### config.mk
export PLATFORM = sky130hd
export DESIGN_NAME = unsigned_to_ascii_dec_hex_unit
export DESIGN_NICKNAME = d
export VERILOG_FILES = /design/src/rtl/core/u2a_pkg.sv /design/src/rtl/core/u2a_dp.sv /design/src/rtl/core/u2a_ctrl.sv /design/src/rtl/core/unsigned_to_ascii_dec_hex_unit.sv
export SDC_FILE = /design/constraint.sdc
export NUM_CORES = 1
export LEC_CHECK = 0
export ABC_AREA = 1
export BUFFER_PORTS_ARGS = -buffer_cell sky130_fd_sc_hd__buf_2
export CAP_MARGIN = 5
export CORE_AREA = 2 2 93 113
export CTS_CLUSTER_SIZE = 25
export DETAILED_ROUTE_END_ITERATION = 8
export DIE_AREA = 0 0 95 115
export GPL_TIMING_DRIVEN = 0
export PLACE_DENSITY = 0.81
export SKIP_CTS_REPAIR_TIMING = 1
export SLEW_MARGIN = 20
export SYNTH_ARGS = -nofsm -noshare
export SYNTH_HDL_FRONTEND = slang
export SYNTH_HIERARCHICAL = 1
export SYNTH_SLANG_ARGS = --single-unit
export TNS_END_PERCENT = 20
### constraint.sdc
create_clock -name clk -period 3.63 [get_ports clk]
set_input_delay 0.726 -clock clk [delete_from_list [all_inputs] [get_ports clk]]
set_output_delay 0.726 -clock clk [all_outputs]
set_load 0.01 [all_outputs]
### src/rtl/core/u2a_pkg.sv
// Package for the unsigned-to-ASCII converter: controller/datapath
// interface types, state encoding, character constants and the hex glyph function.
// No dependencies.
`default_nettype none

package u2a_pkg;

  localparam int unsigned NumDigits = 10;   // decimal digits of a 32-bit value
  localparam int unsigned HexDigits = 8;    // hex digits of a 32-bit value
  localparam int unsigned ValueW    = 32;
  localparam int unsigned CharW     = 7;
  localparam int unsigned CntW      = 5;    // holds ValueW - 1

  localparam logic [CharW-1:0] CHAR_ZERO = 7'h30;  // '0'
  localparam logic [CharW-1:0] CHAR_X    = 7'h78;  // 'x'
  localparam logic [CharW-1:0] CHAR_A    = 7'h61;  // 'a'

  localparam logic [CntW-1:0] DABBLE_START = CntW'(ValueW - 1);
  localparam logic [CntW-1:0] DEC_START    = CntW'(NumDigits - 1);
  localparam logic [CntW-1:0] HEX_START    = CntW'(HexDigits - 1);

  typedef enum logic [2:0] {
    ST_IDLE,
    ST_DABBLE,
    ST_PFX_ZERO,
    ST_PFX_X,
    ST_EMIT
  } state_t;

  typedef struct packed {
    logic load;      // capture a new input beat
    logic dabble;    // one shift-add-3 step
    logic put_zero;  // emit the '0' of the hex prefix
    logic put_x;     // emit the 'x' of the hex prefix
    logic advance;   // consume the top digit, emitting it unless it is a decimal leading zero
  } cmd_t;

  typedef struct packed {
    logic cnt_zero;  // step counter reached its final position
    logic out_free;  // output register can take a character this cycle
  } status_t;

  function automatic logic [CharW-1:0] hex_glyph(input logic [3:0] n);
    logic [CharW-1:0] r;
    if (n < 4'd10) begin
      r = CHAR_ZERO + {3'b000, n};
    end else begin
      r = CHAR_A + {3'b000, n} - 7'd10;
    end
    return r;
  endfunction

endpackage

`default_nettype wire

### src/rtl/core/u2a_dp.sv
// Datapath of the unsigned-to-ASCII converter: binary-to-BCD shift register,
// step counter and output register. Depends on u2a_pkg.
`default_nettype none

module u2a_dp (
  input  wire logic                       clk,
  input  wire logic                       rst,
  input  wire logic [31:0]                value,
  input  wire logic                       kind,
  input  wire u2a_pkg::cmd_t              cmd,
  output      u2a_pkg::status_t           status,
  output      logic [6:0]                 character,
  output      logic                       last,
  output      logic                       char_valid,
  input  wire logic                       char_ready
);
  import u2a_pkg::*;

  logic [4*NumDigits-1:0] dig;
  logic [ValueW-1:0]      bin;
  logic [CntW-1:0]        cnt;
  logic                   hex;
  logic                   started;

  logic [4*NumDigits-1:0] dig_adj;
  logic [3:0]             top;
  logic                   out_free;
  logic                   show;

  always_comb begin
    for (int i = 0; i < NumDigits; i++) begin
      if (dig[4*i +: 4] >= 4'd5) begin
        dig_adj[4*i +: 4] = dig[4*i +: 4] + 4'd3;
      end else begin
        dig_adj[4*i +: 4] = dig[4*i +: 4];
      end
    end
  end

  assign top      = dig[4*NumDigits-1 -: 4];
  assign out_free = !char_valid || char_ready;
  // Leading zeros are dropped in decimal, but the units digit always shows.
  assign show     = hex || started || (top != 4'd0) || (cnt == '0);

  assign status.cnt_zero = (cnt == '0);
  assign status.out_free = out_free;

  always_ff @(posedge clk) begin
    if (cmd.load) begin
      bin     <= value;
      hex     <= kind;
      started <= 1'b0;
      if (kind) begin
        dig <= {value, 8'h00};
        cnt <= HEX_START;
      end else begin
        dig <= '0;
        cnt <= DABBLE_START;
      end
    end else if (cmd.dabble) begin
      {dig, bin} <= {dig_adj[4*NumDigits-2:0], bin, 1'b0};
      cnt        <= (cnt == '0) ? DEC_START : cnt - 1'b1;
    end else if (cmd.advance) begin
      dig     <= {dig[4*NumDigits-5:0], 4'h0};
      cnt     <= cnt - 1'b1;
      started <= started || (top != 4'd0);
    end
  end

  always_ff @(posedge clk) begin
    if (rst) begin
      char_valid <= 1'b0;
    end else if (cmd.put_zero || cmd.put_x || (cmd.advance && show)) begin
      char_valid <= 1'b1;
    end else if (char_ready) begin
      char_valid <= 1'b0;
    end
  end

  always_ff @(posedge clk) begin
    if (cmd.put_zero) begin
      character <= CHAR_ZERO;
      last      <= 1'b0;
    end else if (cmd.put_x) begin
      character <= CHAR_X;
      last      <= 1'b0;
    end else if (cmd.advance && show) begin
      character <= hex_glyph(top);
      last      <= (cnt == '0);
    end
  end

endmodule

`default_nettype wire

### src/rtl/core/u2a_ctrl.sv
// Controller of the unsigned-to-ASCII converter: sequences conversion,
// prefix and digit emission. Depends on u2a_pkg.
`default_nettype none

module u2a_ctrl (
  input  wire logic             clk,
  input  wire logic             rst,
  input  wire logic             item_valid,
  output      logic             item_ready,
  input  wire logic             kind,
  input  wire u2a_pkg::status_t status,
  output      u2a_pkg::cmd_t    cmd
);
  import u2a_pkg::*;

  state_t state, state_next;

  always_ff @(posedge clk) begin
    if (rst) begin
      state <= ST_IDLE;
    end else begin
      state <= state_next;
    end
  end

  always_comb begin
    state_next = state;
    unique case (state)
      ST_IDLE: begin
        if (item_valid) begin
          state_next = kind ? ST_PFX_ZERO : ST_DABBLE;
        end
      end
      ST_DABBLE: begin
        if (status.cnt_zero) begin
          state_next = ST_EMIT;
        end
      end
      ST_PFX_ZERO: begin
        if (status.out_free) begin
          state_next = ST_PFX_X;
        end
      end
      ST_PFX_X: begin
        if (status.out_free) begin
          state_next = ST_EMIT;
        end
      end
      ST_EMIT: begin
        if (status.out_free && status.cnt_zero) begin
          state_next = ST_IDLE;
        end
      end
      default: state_next = ST_IDLE;
    endcase
  end

  always_comb begin
    cmd        = '0;
    item_ready = 1'b0;
    unique case (state)
      ST_IDLE: begin
        item_ready = 1'b1;
        cmd.load   = item_valid;
      end
      ST_DABBLE:   cmd.dabble   = 1'b1;
      ST_PFX_ZERO: cmd.put_zero = status.out_free;
      ST_PFX_X:    cmd.put_x    = status.out_free;
      ST_EMIT:     cmd.advance  = status.out_free;
      default: begin
        cmd = '0;
      end
    endcase
  end

endmodule

`default_nettype wire

### src/rtl/core/unsigned_to_ascii_dec_hex_unit.sv
// Unsigned 32-bit to ASCII text converter, decimal or "0x" + 8 hex digits.
// After acceptance, hex mode registers the prefix and then the digits; decimal mode
// first runs 32 shift-add-3 steps, then skips leading zeros before the first character.
// A new item is taken only in idle, once the last character of the previous one is
// registered; the digit register moves one position per cycle while the output is free.
// Reset (rst, synchronous) empties the output register and returns the controller to idle.
`default_nettype none

// One input beat carries a value and a radix selector. The block answers with
// a run of character beats, most significant character first, with last set
// on the final one. Decimal text has no padding; hex text is always ten
// characters. Internally a controller drives a datapath that holds a 40-bit
// BCD register built by double dabble, so decimal digits come out already in
// printing order. The output register decouples the two sides: a character
// can wait for the consumer while the block already takes the next input.
module unsigned_to_ascii_dec_hex_unit (
  input  wire logic        clk,
  input  wire logic        rst,
  input  wire logic        item_valid,
  output      logic        item_ready,
  input  wire logic [31:0] value,
  input  wire logic        kind,
  output      logic        char_valid,
  input  wire logic        char_ready,
  output      logic [6:0]  character,
  output      logic        last
);
  import u2a_pkg::*;

  cmd_t    cmd;
  status_t status;

  // The controller only sequences; all data stays in the datapath.
  u2a_ctrl u_ctrl (
    .clk        (clk),
    .rst        (rst),
    .item_valid (item_valid),
    .item_ready (item_ready),
    .kind       (kind),
    .status     (status),
    .cmd        (cmd)
  );

  u2a_dp u_dp (
    .clk        (clk),
    .rst        (rst),
    .value      (value),
    .kind       (kind),
    .cmd        (cmd),
    .status     (status),
    .character  (character),
    .last       (last),
    .char_valid (char_valid),
    .char_ready (char_ready)
  );

endmodule

`default_nettype wire
[After elaboration in Yosys (flattened, before gate mapping)]
Cells that the tools add are included.
Cells by class
  bitwise gates (word level): 1
  equality and inequality tests: 9
  multiplexer cells: 39
  reductions and logical operators: 20
  $add $sub $neg: 14
  order comparisons: 11
Operator list (count)
  $mux 40: 4
  $mux 32: 2
  $ge 4x3->1 const B: 10
  $add 4x2->4 const B: 9
  $mux 4: 9
  $mux 5: 5
  $mux 7: 3
  $mux 3: 6
  $pmux 3 s5: 1
  $mux 1: 8
  $ne 2x1->1 const B: 4
  $add 6x4->7 const A: 1
  $add 6x5->7 const A: 1
  $logic_or 1x1->1: 7
  $sub 7x4->7 const B: 1
  $eq 3x2->1 const B: 2
  $reduce_bool 2->1: 3
  $logic_not 5->1: 1
  $reduce_and 5->1: 1
  $sub 5x1->5 const B: 1
  $lt 4x4->1 const B: 1
  $reduce_bool 4->1: 1
  $add 3x2->3 const B: 1
  $eq 3x1->1 const B: 1
  10 further kinds: 11
Storage, ports and cells
  flip-flop bits (word level): 91
  output and inout bits: 10

[Logic depth before layout (Yosys ltp)]
Gate-level depths: netlist of run 1.
  word-level depth: 6
  mapped depth: 11
  gate-level depth less buffers: 11

[Modules after synthesis]
Netlist of run 1, hierarchy kept.
By module, submodules not included
  u2a_dp: cells each 567, instances 1, sequential area each 2542.4 um^2, area each 4993.5 um^2
  u2a_ctrl: cells each 43, instances 1, sequential area each 60.1 um^2, area each 257.7 um^2

[Worst setup path after synthesis of run 1]
OpenSTA, ideal clock, no wires.
  path type: input to register
  start: input char_ready
  end: register u_dp.cnt[0], enable pin
  library setup time: 0.405 ns
  data arrival time: 2.542 ns
  path buffers: 1
  required time: 3.225 ns
  path slack: 0.684 ns
  cell stages on the path: 6
  cells stage by stage: inv_1 > nand2_1 > buf_4 > inv_1 > nor4_1 > or2_1
RTL lines
  start: declaration: RTL line unsigned_to_ascii_dec_hex_unit.sv:24  | input wire logic char_ready,
  end signal: assignment: RTL line u2a_dp.sv:62  | cnt <= (cnt == '0) ? DEC_START : cnt - 1'b1;
  end signal: assignment: RTL line u2a_dp.sv:65  | cnt <= cnt - 1'b1;
  end: declaration: RTL line u2a_dp.sv:21  | logic [CntW-1:0] cnt;

==> results.sh, run 1 <==
export IMPL_cp_arrival_ns=2.62
export IMPL_power_total_mw=5.764
export IMPL_start_util_pct=53.26
export IMPL_drt_initial_drc_count=386
export IMPL_tritoncts="yes"
export IMPL_yosysUniqueCellTypes=38
export IMPL_synth_cells=610
export IMPL_first_pass_iters=5
export IMPL_grtUsageTotal_pct=24.95
export IMPL_clockBufferDepth=2
export IMPL_tns_ns=0
export IMPL_required_ns=3.68
export IMPL_power_density_nw_per_um2=971.7
export IMPL_vdd_drop_max_uv=459.8
export IMPL_start_kind="flip-flop"
export IMPL_finalCritPeriodShare_pct=70.82
export IMPL_syn_to_final_growth_pct=12.96
export IMPL_core_area_um2=9859
export IMPL_grt_max_degree=42
export IMPL_place_area_um2=5659
export IMPL_die_h_um=115
export IMPL_antenna_cells=0
export IMPL_grt_pass1_vias=4447
export IMPL_place_gp_congestion=0.9432
export IMPL_htreeDepth=3
export IMPL_max_freq_ghz=0.3890
export IMPL_hp_class="reg2reg"
export IMPL_vias=4563
export IMPL_cts_sinks=91
export IMPL_cpMostUsedCell="inv_2"
export IMPL_ant_nets=0
export IMPL_slew_headroom_pct=39.76
export IMPL_slowest_stage="buf_2"
export IMPL_tightest_slew_ns=0.8954
export IMPL_hold_viol_final=0
export IMPL_slowest_delay_ns=0.71
export IMPL_synth_nets=669
export IMPL_clock_latency_ns=0.34
export IMPL_final_nets=727
export IMPL_crit_type="reg2reg"
export IMPL_die_w_um=95
export IMPL_end_kind="flip-flop"
export IMPL_routedWlPerCell_um=16.20
export IMPL_cts_buffers_inserted=9
export IMPL_final_cell_area_um2=5932
export IMPL_clock_skew_ns=0.004966
export IMPL_gr_total_overflow=0
export IMPL_viasPerCell=5.711
export IMPL_holdWs_ns=0.4410
export IMPL_setup_viol=0
export IMPL_synth_warnings=6
export IMPL_wl_um=12940
export IMPL_io_buffers=46
export IMPL_dieArea_um2=10930
export IMPL_clock_tree_root_cell="clkbuf_16"
export IMPL_syn_area_um2=5251
export IMPL_rows=40
export IMPL_critPathMaxFanout=41
export IMPL_drv_slew=0
export IMPL_synth_area_per_cell_um2=8.609
export IMPL_antenna_found_initial=0
export IMPL_path_clk_slew_ns=0.06
export IMPL_cap_violations=0
export IMPL_final_common_cell="nand2_1"
export IMPL_post_route_cells_drive_above_1_share_pct=16.49
export IMPL_crit_chain="inv_2 -> nor3_1 -> inv_2 -> nand2_4 -> buf_2 -> o221ai_1"
export IMPL_drc=0
export IMPL_yosysSeqAreaShare_pct=49.56
export IMPL_nFillCells=819
export IMPL_rsz0062_at_grt="false"
export IMPL_synth_seq_cells=91
export IMPL_dp_hpwl_um=8890
export IMPL_status="finished, final reports clean"
export IMPL_min_period_ns=2.571
export IMPL_grt_pass1_wl_um=20800
export IMPL_layout_common_cells="183 x nand2_1, 78 x edfxtp_1, 71 x inv_1"
export IMPL_ios=47
export IMPL_p_leak_nw=2.726
[where the power goes]
part	internal, mW	leakage, nW	switching, mW
Clock	0.482	0.142	0.389
Combinational	0.882	1.71	1.75
Sequential	1.95	0.870	0.306
Total	3.32	2.73	2.45
[stage by stage]
step | setup WS (ns) | instances | util (%)
3_3_place_gp | -0.08184 | 782 | 57.20
6_report | 1.059 | 799 | 60.17
4_1_cts | 1.025 | 799 | 60.17
3_5_place_dp | 0.7377 | 783 | 57.40
5_1_grt | 0.8466 | 799 | 60.17
2_1_floorplan | 0.6838 | 610 | -
[synthesized netlist by cell type]
library cell	number	area [um2]
nor2_1	48	180.2
nor4_1	2	12.51
inv_1	71	266.5
nand4_2	1	12.51
buf_6	6	67.56
nor3_2	1	10.01
clkbuf_1	1	3.750
o221ai_1	8	70.07
buf_4	5	37.54
inv_2	5	18.77
nand3_1	41	205.2
o21bai_1	7	52.55
nor2_2	4	25.02
o22ai_2	1	12.51
o21ai_2	3	26.28
a31oi_1	1	6.260
buf_2	7	35.03
edfxtp_1	78	2342
inv_8	1	11.26
a31o_2	1	8.760
inv_4	2	12.51
nand2_2	3	18.77
o21bai_2	2	22.52
o22ai_1	8	50.05
o21ai_0	34	170.2
xor2_1	6	52.55
ha_1	22	275.3
nand2_1	183	686.9
a21oi_2	2	17.52
xnor2_1	1	8.760
nand2_4	3	33.78
a21oi_1	10	50.05
dfxtp_1	13	260.3
o211ai_1	14	105.1
nor3_1	5	25.02
o211a_1	1	10.01
or2_1	2	12.51
o21ai_1	7	35.03
[layout make-up]
| type | count | area [um2] | share of cell area (%) |
|---|---|---|---|
| flip-flops and latches | 91 | 2603 | 43.87 |
| multi-input cells | 421 | 2196 | 37.02 |
| inverters | 79 | 309.0 | 5.210 |
| repair buffers | 47 | 250.2 | 4.219 |
| clock buffers | 11 | 244.0 | 4.113 |
| well taps | 126 | 157.7 | 2.658 |
| plain buffers | 19 | 143.9 | 2.426 |
| clock inverters | 5 | 28.78 | 0.4851 |
[state kept, by name, indices dropped and copies added, names as in the netlist]
name             flops
u_dp/character       7
u_dp/hex             1
u_dp/last            1
u_ctrl/state         3
u_dp/cnt             5
u_dp/char_valid      1
u_dp/started         1
u_dp/dig            40
u_dp/bin            32
[per-layer routing]
metal / part of all wire [%] / global-route usage (%) / up-vias
li1: - / - / 2158
met1: 38 / 29.93 / 2111
met2: 49 / 41.94 / 243
met3: 8.9 / 5.242 / 51
met4: 3.7 / 13.33 / 0
met5: 0 / 0 / -
[critical path, delay by kind of cell (launching register included)]
family,cells,cell delay (ns)
buf+inv,3,0.93
simple gates,2,0.70
compound gates,1,0.21
flops,1,0.41
[worst paths after layout]
path                     start                end  slack [ns]  depth (start not counted)
max reg2reg    u_ctrl/state[0]       u_dp/dig[19]        1.06                          6
max            u_ctrl/state[0]       u_dp/dig[19]        1.06                          6
min          u_dp/character[5]  u_dp/character[5]        0.44                          2
min reg2reg  u_dp/character[5]  u_dp/character[5]        0.44                          2
[logic make-up after synthesis]
group / count (synthesis) / synth area share, %
and+or+nand+nor: 293 / 23.28
AOI/OAI and AO/OA: 99 / 12.13
buffers and inverters: 98 / 8.625
DFF: 91 / 49.56
adders and majority gates: 22 / 5.242
xor gates and xnor gates: 7 / 1.168
(Power assumes the default switching activity.)
==> run 2, diff against run 1 <==
Clock period 3.63 ns to 2.5 ns, I/O delays scaled along.
==> run 2 against run 1 <==
Effect of this change: first-iteration DRC count increased by 30%; sequential share of layout area about the same; sequential power increased by 45%; worst hold slack got worse by 0.050 ns; core utilization increased by 0.051 points; non-clock buffer count decreased by 1; critical endpoint is now u_dp/dig[2]; largest power group unchanged.
==> results.sh, run 2 (synthesis gave the netlist of run 1 again) <==
export IMPL_status="finished, final reports clean"
export IMPL_p_leak_nw=2.717
export IMPL_wl_um=12780
export IMPL_reg2reg_depth=9
export IMPL_max_freq_ghz=0.4418
export IMPL_final_cell_area_um2=5937
export IMPL_slew_headroom_pct=53.12
export IMPL_final_nets=727
export IMPL_p_clk_share_pct=15.5
export IMPL_grtUsageTotal_pct=24.67
export IMPL_path_clk_slew_ns=0.06
export IMPL_end_kind="flip-flop"
export IMPL_grt_max_degree=46
export IMPL_setup_viol=0
export IMPL_routedWlPerCell_um=16.02
export IMPL_min_period_ns=2.264
export IMPL_start_kind="flip-flop"
export IMPL_drv_slew=0
export IMPL_clock_latency_ns=0.35
export IMPL_grt_pass1_wl_um=20480
export IMPL_holdPathStages=1
export IMPL_required_ns=2.48
export IMPL_clock_tree_root_cell="clkbuf_16"
export IMPL_grt_pass1_vias=4407
export IMPL_largest_reg_flops=40
export IMPL_io_buffers=46
export IMPL_drc=0
export IMPL_dp_hpwl_um=8713
export IMPL_p_comb_share_pct=45.3
export IMPL_gr_total_overflow=0
export IMPL_tightest_slew_ns=0.6974
export IMPL_slowest_stage="or2_2"
export IMPL_die_h_um=115
export IMPL_clock_skew_ns=0.007286
export IMPL_cap_violations=0
export IMPL_clockBufferDepth=2
export IMPL_crit_chain="buf_6 -> nor2_2 -> nand2_1 -> nor2_1 -> buf_6 -> inv_8 -> nand2_4 -> buf_6 -> or2_2"
export IMPL_cpMostUsedCell="buf_6"
export IMPL_p_int_mw=4.866
export IMPL_reg_largest_list="u_dp/dig x40, u_dp/bin x32, u_dp/character x7"
export IMPL_antenna_cells=0
export IMPL_rsz0062_at_grt="false"
export IMPL_slowest_delay_ns=0.49
export IMPL_postLayoutCoreUtil_pct=60.22
export IMPL_critPathMaxFanout=22
export IMPL_hp_class="in2reg"
export IMPL_tritoncts="yes"
export IMPL_setup_slack_ns=0.2364
export IMPL_cts_buffers_inserted=9
export IMPL_switchingPower_mw=3.516
export IMPL_crit_type="reg2reg"
export IMPL_viasPerCell=5.594
export IMPL_seq_power_share_pct=39.2
export IMPL_stdcell_count=798
export IMPL_ios=47
export IMPL_ant_nets=0
export IMPL_vias=4464
export IMPL_final_common_cell="nand2_1"
export IMPL_largest_register="u_dp/dig"
export IMPL_post_place_ws_ns=-0.4090
export IMPL_place_area_um2=5639
export IMPL_dieArea_um2=10930
export IMPL_first_pass_iters=6
export IMPL_post_route_cells_drive_above_1_share_pct=16.07
export IMPL_vdd_drop_max_uv=550.3
export IMPL_swShare_pct=41.94
export IMPL_hold_viol_final=0
export IMPL_rows=40
export IMPL_power_density_nw_per_um2=1412
export IMPL_place_gp_congestion=0.9023
export IMPL_tns_ns=0
export IMPL_die_w_um=95
export IMPL_cts_sinks=91
export IMPL_nFillCells=814
export IMPL_finalCritPeriodShare_pct=90.55
export IMPL_htreeDepth=3
export IMPL_power_total_mw=8.382
export IMPL_layout_common_cells="183 x nand2_1, 78 x edfxtp_1, 71 x inv_1"
export IMPL_dp_cells=782
export IMPL_core_area_um2=9859
export IMPL_drt_initial_drc_count=500
export IMPL_start_util_pct=53.26
export IMPL_antenna_found_initial=0
export IMPL_syn_to_final_growth_pct=13.06
export IMPL_holdWs_ns=0.3907
export IMPL_cp_arrival_ns=2.25
run 2: cell count changes in the layout (fill, tap and decap cells not counted), sizes merged:
cell    previous run  this run
buf               65        63
bufinv             0         1
clkbuf            12        13
clkinv             5         3
or2                2         3
run 2: worst max-delay path, delay by kind of cell, from the launching register on:
family	cells	cell delay, ns
buffers and inverters	4	0.55
and+or+nand+nor	5	1.04
DFF	1	0.31
run 2: worst paths after layout:
kind,from,slack (ns),end
hold / removal,kind,0.39,u_dp/hex
hold reg to reg,u_dp/character[5],0.43,u_dp/character[5]
setup reg to reg,u_ctrl/state[1],0.24,u_dp/dig[2]
setup / recovery,u_ctrl/state[1],0.24,u_dp/dig[2]
run 2: area by class of cell:
cell class,count,area (um2),area share (%)
Buffer,19,146.4,2.466
Clock buffer,11,232.7,3.920
Clock inverter,4,42.54,0.7165
Inverter,79,309.0,5.205
Multi-Input combinational cell,422,2216,37.32
Sequential cell,91,2603,43.84
Tap cell,126,157.7,2.655
Timing Repair Buffer,46,230.2,3.878
run 2: power groups by stage:
stage	registers, mW	logic (mW)	clock network [mW]
2_1_floorplan	3.19	2.76	0
3_5_place_dp	3.30	3.69	0
4_1_cts	3.28	3.72	1.32
5_1_grt	3.37	4.26	1.37
3_3_place_gp	3.27	3.46	0
6_report	3.28	3.80	1.30
run 2: metal layers:
layer / global-route usage [%] / share of wire [%] / up-vias
met2: 42.03 / 49 / 223
met5: 0 / 0 / -
li1: - / - / 2155
met1: 29.02 / 40 / 2053
met4: 12.56 / 3.1 / 0
met3: 5.701 / 8.2 / 33
==> run 3, diff against run 2 <==
Settings changed: CORE_AREA 2 2 93 113 to 2 2 101 103, DIE_AREA 0 0 95 115 to 0 0 103 105, PLACE_DENSITY 0.81 to 0.82.
==> run 3 against run 2 <==
Effect of this change: final area is 1.1% lower; sequential power about the same; routed wire length shrank 2.6%; die area decreased by 1.0%; non-clock buffer count did not move; register-to-register slack got worse by 0.09 ns; via count down 2.4%; global-route usage barely moved; worst hold slack worse by 0.0091 ns.
==> results.sh, run 3 (synthesis gave the netlist of run 1 again) <==
export IMPL_rsz0062_at_grt="false"
export IMPL_routedWlPerCell_um=15.47
export IMPL_finalCritPeriodShare_pct=94.24
export IMPL_syn_to_final_growth_pct=11.79
export IMPL_drc=0
export IMPL_die_w_um=103
export IMPL_vias=4358
export IMPL_grt_pass1_wl_um=20730
export IMPL_p_comb_share_pct=46.3
export IMPL_antenna_found_initial=0
export IMPL_ios=47
export IMPL_rrSetupSlack_ns=0.14
export IMPL_reg_largest_list="u_dp/dig x40, u_dp/bin x32, u_dp/character x7"
export IMPL_gr_total_overflow=0
export IMPL_path_delay_family="simple AND/OR/NAND/NOR gates"
export IMPL_layout_common_cells="183 x nand2_1, 78 x edfxtp_1, 71 x inv_1"
export IMPL_post_route_cells_drive_above_1_share_pct=16.67
export IMPL_multiInputGateArea_um2=2212
export IMPL_cap_violations=0
export IMPL_worst_path_buf_inv=4
export IMPL_core_area_um2=9639
export IMPL_path_clk_slew_ns=0.09
export IMPL_holdPathStages=1
export IMPL_status="finished, final reports clean"
export IMPL_rows=36
export IMPL_drv_slew=0
export IMPL_tightest_slew_ns=0.6802
export IMPL_slew_headroom_pct=54.65
export IMPL_start_util_pct=54.48
export IMPL_reg2reg_depth=9
export IMPL_power_density_nw_per_um2=1374
export IMPL_grt_max_degree=46
export IMPL_ff_latch_area_um2=2603
export IMPL_r2r_start="u_ctrl/state[1]"
export IMPL_clockBufferDepth=2
export IMPL_first_pass_iters=5
export IMPL_wl_um=12450
export IMPL_cp_arrival_ns=2.35
export IMPL_crit_type="reg2reg"
export IMPL_cts_sinks=91
export IMPL_die_h_um=105
export IMPL_final_nets=726
export IMPL_max_freq_ghz=0.4244
export IMPL_drt_initial_drc_count=274
export IMPL_tritoncts="yes"
export IMPL_slowest_stage="or2_4"
export IMPL_seq_power_share_pct=40.8
export IMPL_setup_slack_ns=0.1439
export IMPL_antenna_cells=0
export IMPL_hold_path_end="u_dp/hex"
export IMPL_required_ns=2.49
export IMPL_p_leak_nw=2.685
export IMPL_clock_skew_ns=0.01231
export IMPL_post_place_ws_ns=-0.4008
export IMPL_dp_hpwl_um=8496
export IMPL_final_common_cell="nand2_1"
export IMPL_critPathMaxFanout=45
export IMPL_setup_viol=0
export IMPL_dieArea_um2=10820
export IMPL_nFillCells=864
export IMPL_hp_start="kind"
export IMPL_final_cell_area_um2=5871
export IMPL_viasPerCell=5.414
export IMPL_end_kind="flip-flop"
export IMPL_largest_register="u_dp/dig"
export IMPL_r2r_end="u_dp/dig[37]"
export IMPL_start_kind="flip-flop"
export IMPL_place_gp_congestion=0.9080
export IMPL_io_buffers=46
export IMPL_min_period_ns=2.356
export IMPL_vdd_drop_max_uv=671.2
export IMPL_largest_reg_flops=40
export IMPL_p_clk_share_pct=12.9
export IMPL_power_total_mw=8.067
export IMPL_holdWs_ns=0.3816
export IMPL_cts_buffers_inserted=9
export IMPL_postLayoutCoreUtil_pct=60.90
export IMPL_slowest_delay_ns=0.56
export IMPL_crit_chain="buf_6 -> nor2_2 -> nand2_1 -> nor2_2 -> buf_6 -> inv_8 -> nand2_4 -> buf_6 -> or2_4"
export IMPL_hp_class="in2reg"
export IMPL_swShare_pct=42.84
export IMPL_hold_viol_final=0
export IMPL_cpMostUsedCell="buf_6"
export IMPL_place_area_um2=5648
export IMPL_switchingPower_mw=3.456
export IMPL_p_int_mw=4.611
export IMPL_grt_pass1_vias=4344
export IMPL_grtUsageTotal_pct=24.65
export IMPL_htreeDepth=3
export IMPL_clock_latency_ns=0.37
export IMPL_ant_nets=0
export IMPL_clock_tree_root_cell="clkbuf_8"
==> run 3: how the worst max path moves through the flow <==
stage                         endpoint  slack, ns       startpoint  depth (start not counted)
after floorplan            u_dp/cnt[0]       0.20       char_ready                          6
after global placement    u_dp/dig[19]      -0.39       char_ready                          7
after detailed placement  u_dp/dig[18]      -0.40       char_ready                          7
after CTS                  u_dp/dig[1]      -0.28  u_ctrl/state[0]                          6
after global routing       u_dp/dig[1]       0.04  u_ctrl/state[1]                          9
final                     u_dp/dig[37]       0.14  u_ctrl/state[1]                          9
==> run 3: stage by stage <==
| step | setup TNS (ns) | instances |
|---|---|---|
| CTS | -12.34 | 805 |
| floorplan | 0 | 610 |
| global route | 0 | 805 |
| finish | 0 | 805 |
| global placement | -17.23 | 789 |
| detailed placement | -18.15 | 789 |
==> run 3: power groups by stage <==
stage / clock network [mW] / logic [mW] / registers (mW)
after global placement: 0 / 3.46 / 3.27
final: 1.04 / 3.74 / 3.29
after global routing: 1.13 / 4.24 / 3.38
after CTS: 1.07 / 3.69 / 3.28
after floorplan: 0 / 2.76 / 3.19
after detailed placement: 0 / 3.64 / 3.31
==> run 3: cell type report <==
class / count / share of cell area, %
sequential: 91 / 44.33
multi-input combinational: 421 / 37.68
inverter: 79 / 5.264
timing repair buffer: 46 / 3.922
tap: 133 / 2.835
clock buffer: 12 / 2.643
buffer: 19 / 2.494
clock inverter: 4 / 0.8312
==> run 3: metal layers <==
layer	share of wire, %	track usage, %	vias up
li1	-	-	2148
met1	42	32.05	2023
met2	48	39.75	162
met3	7.4	6.020	25
met4	2.4	8.835	0
met5	0	0	-
==> run 3: worst register-to-register path, delay by kind of cell, from the launching register on <==
family        cells  cell delay (ns)
flops             1             0.32
simple gates      5             1.10
buf+inv           4             0.52
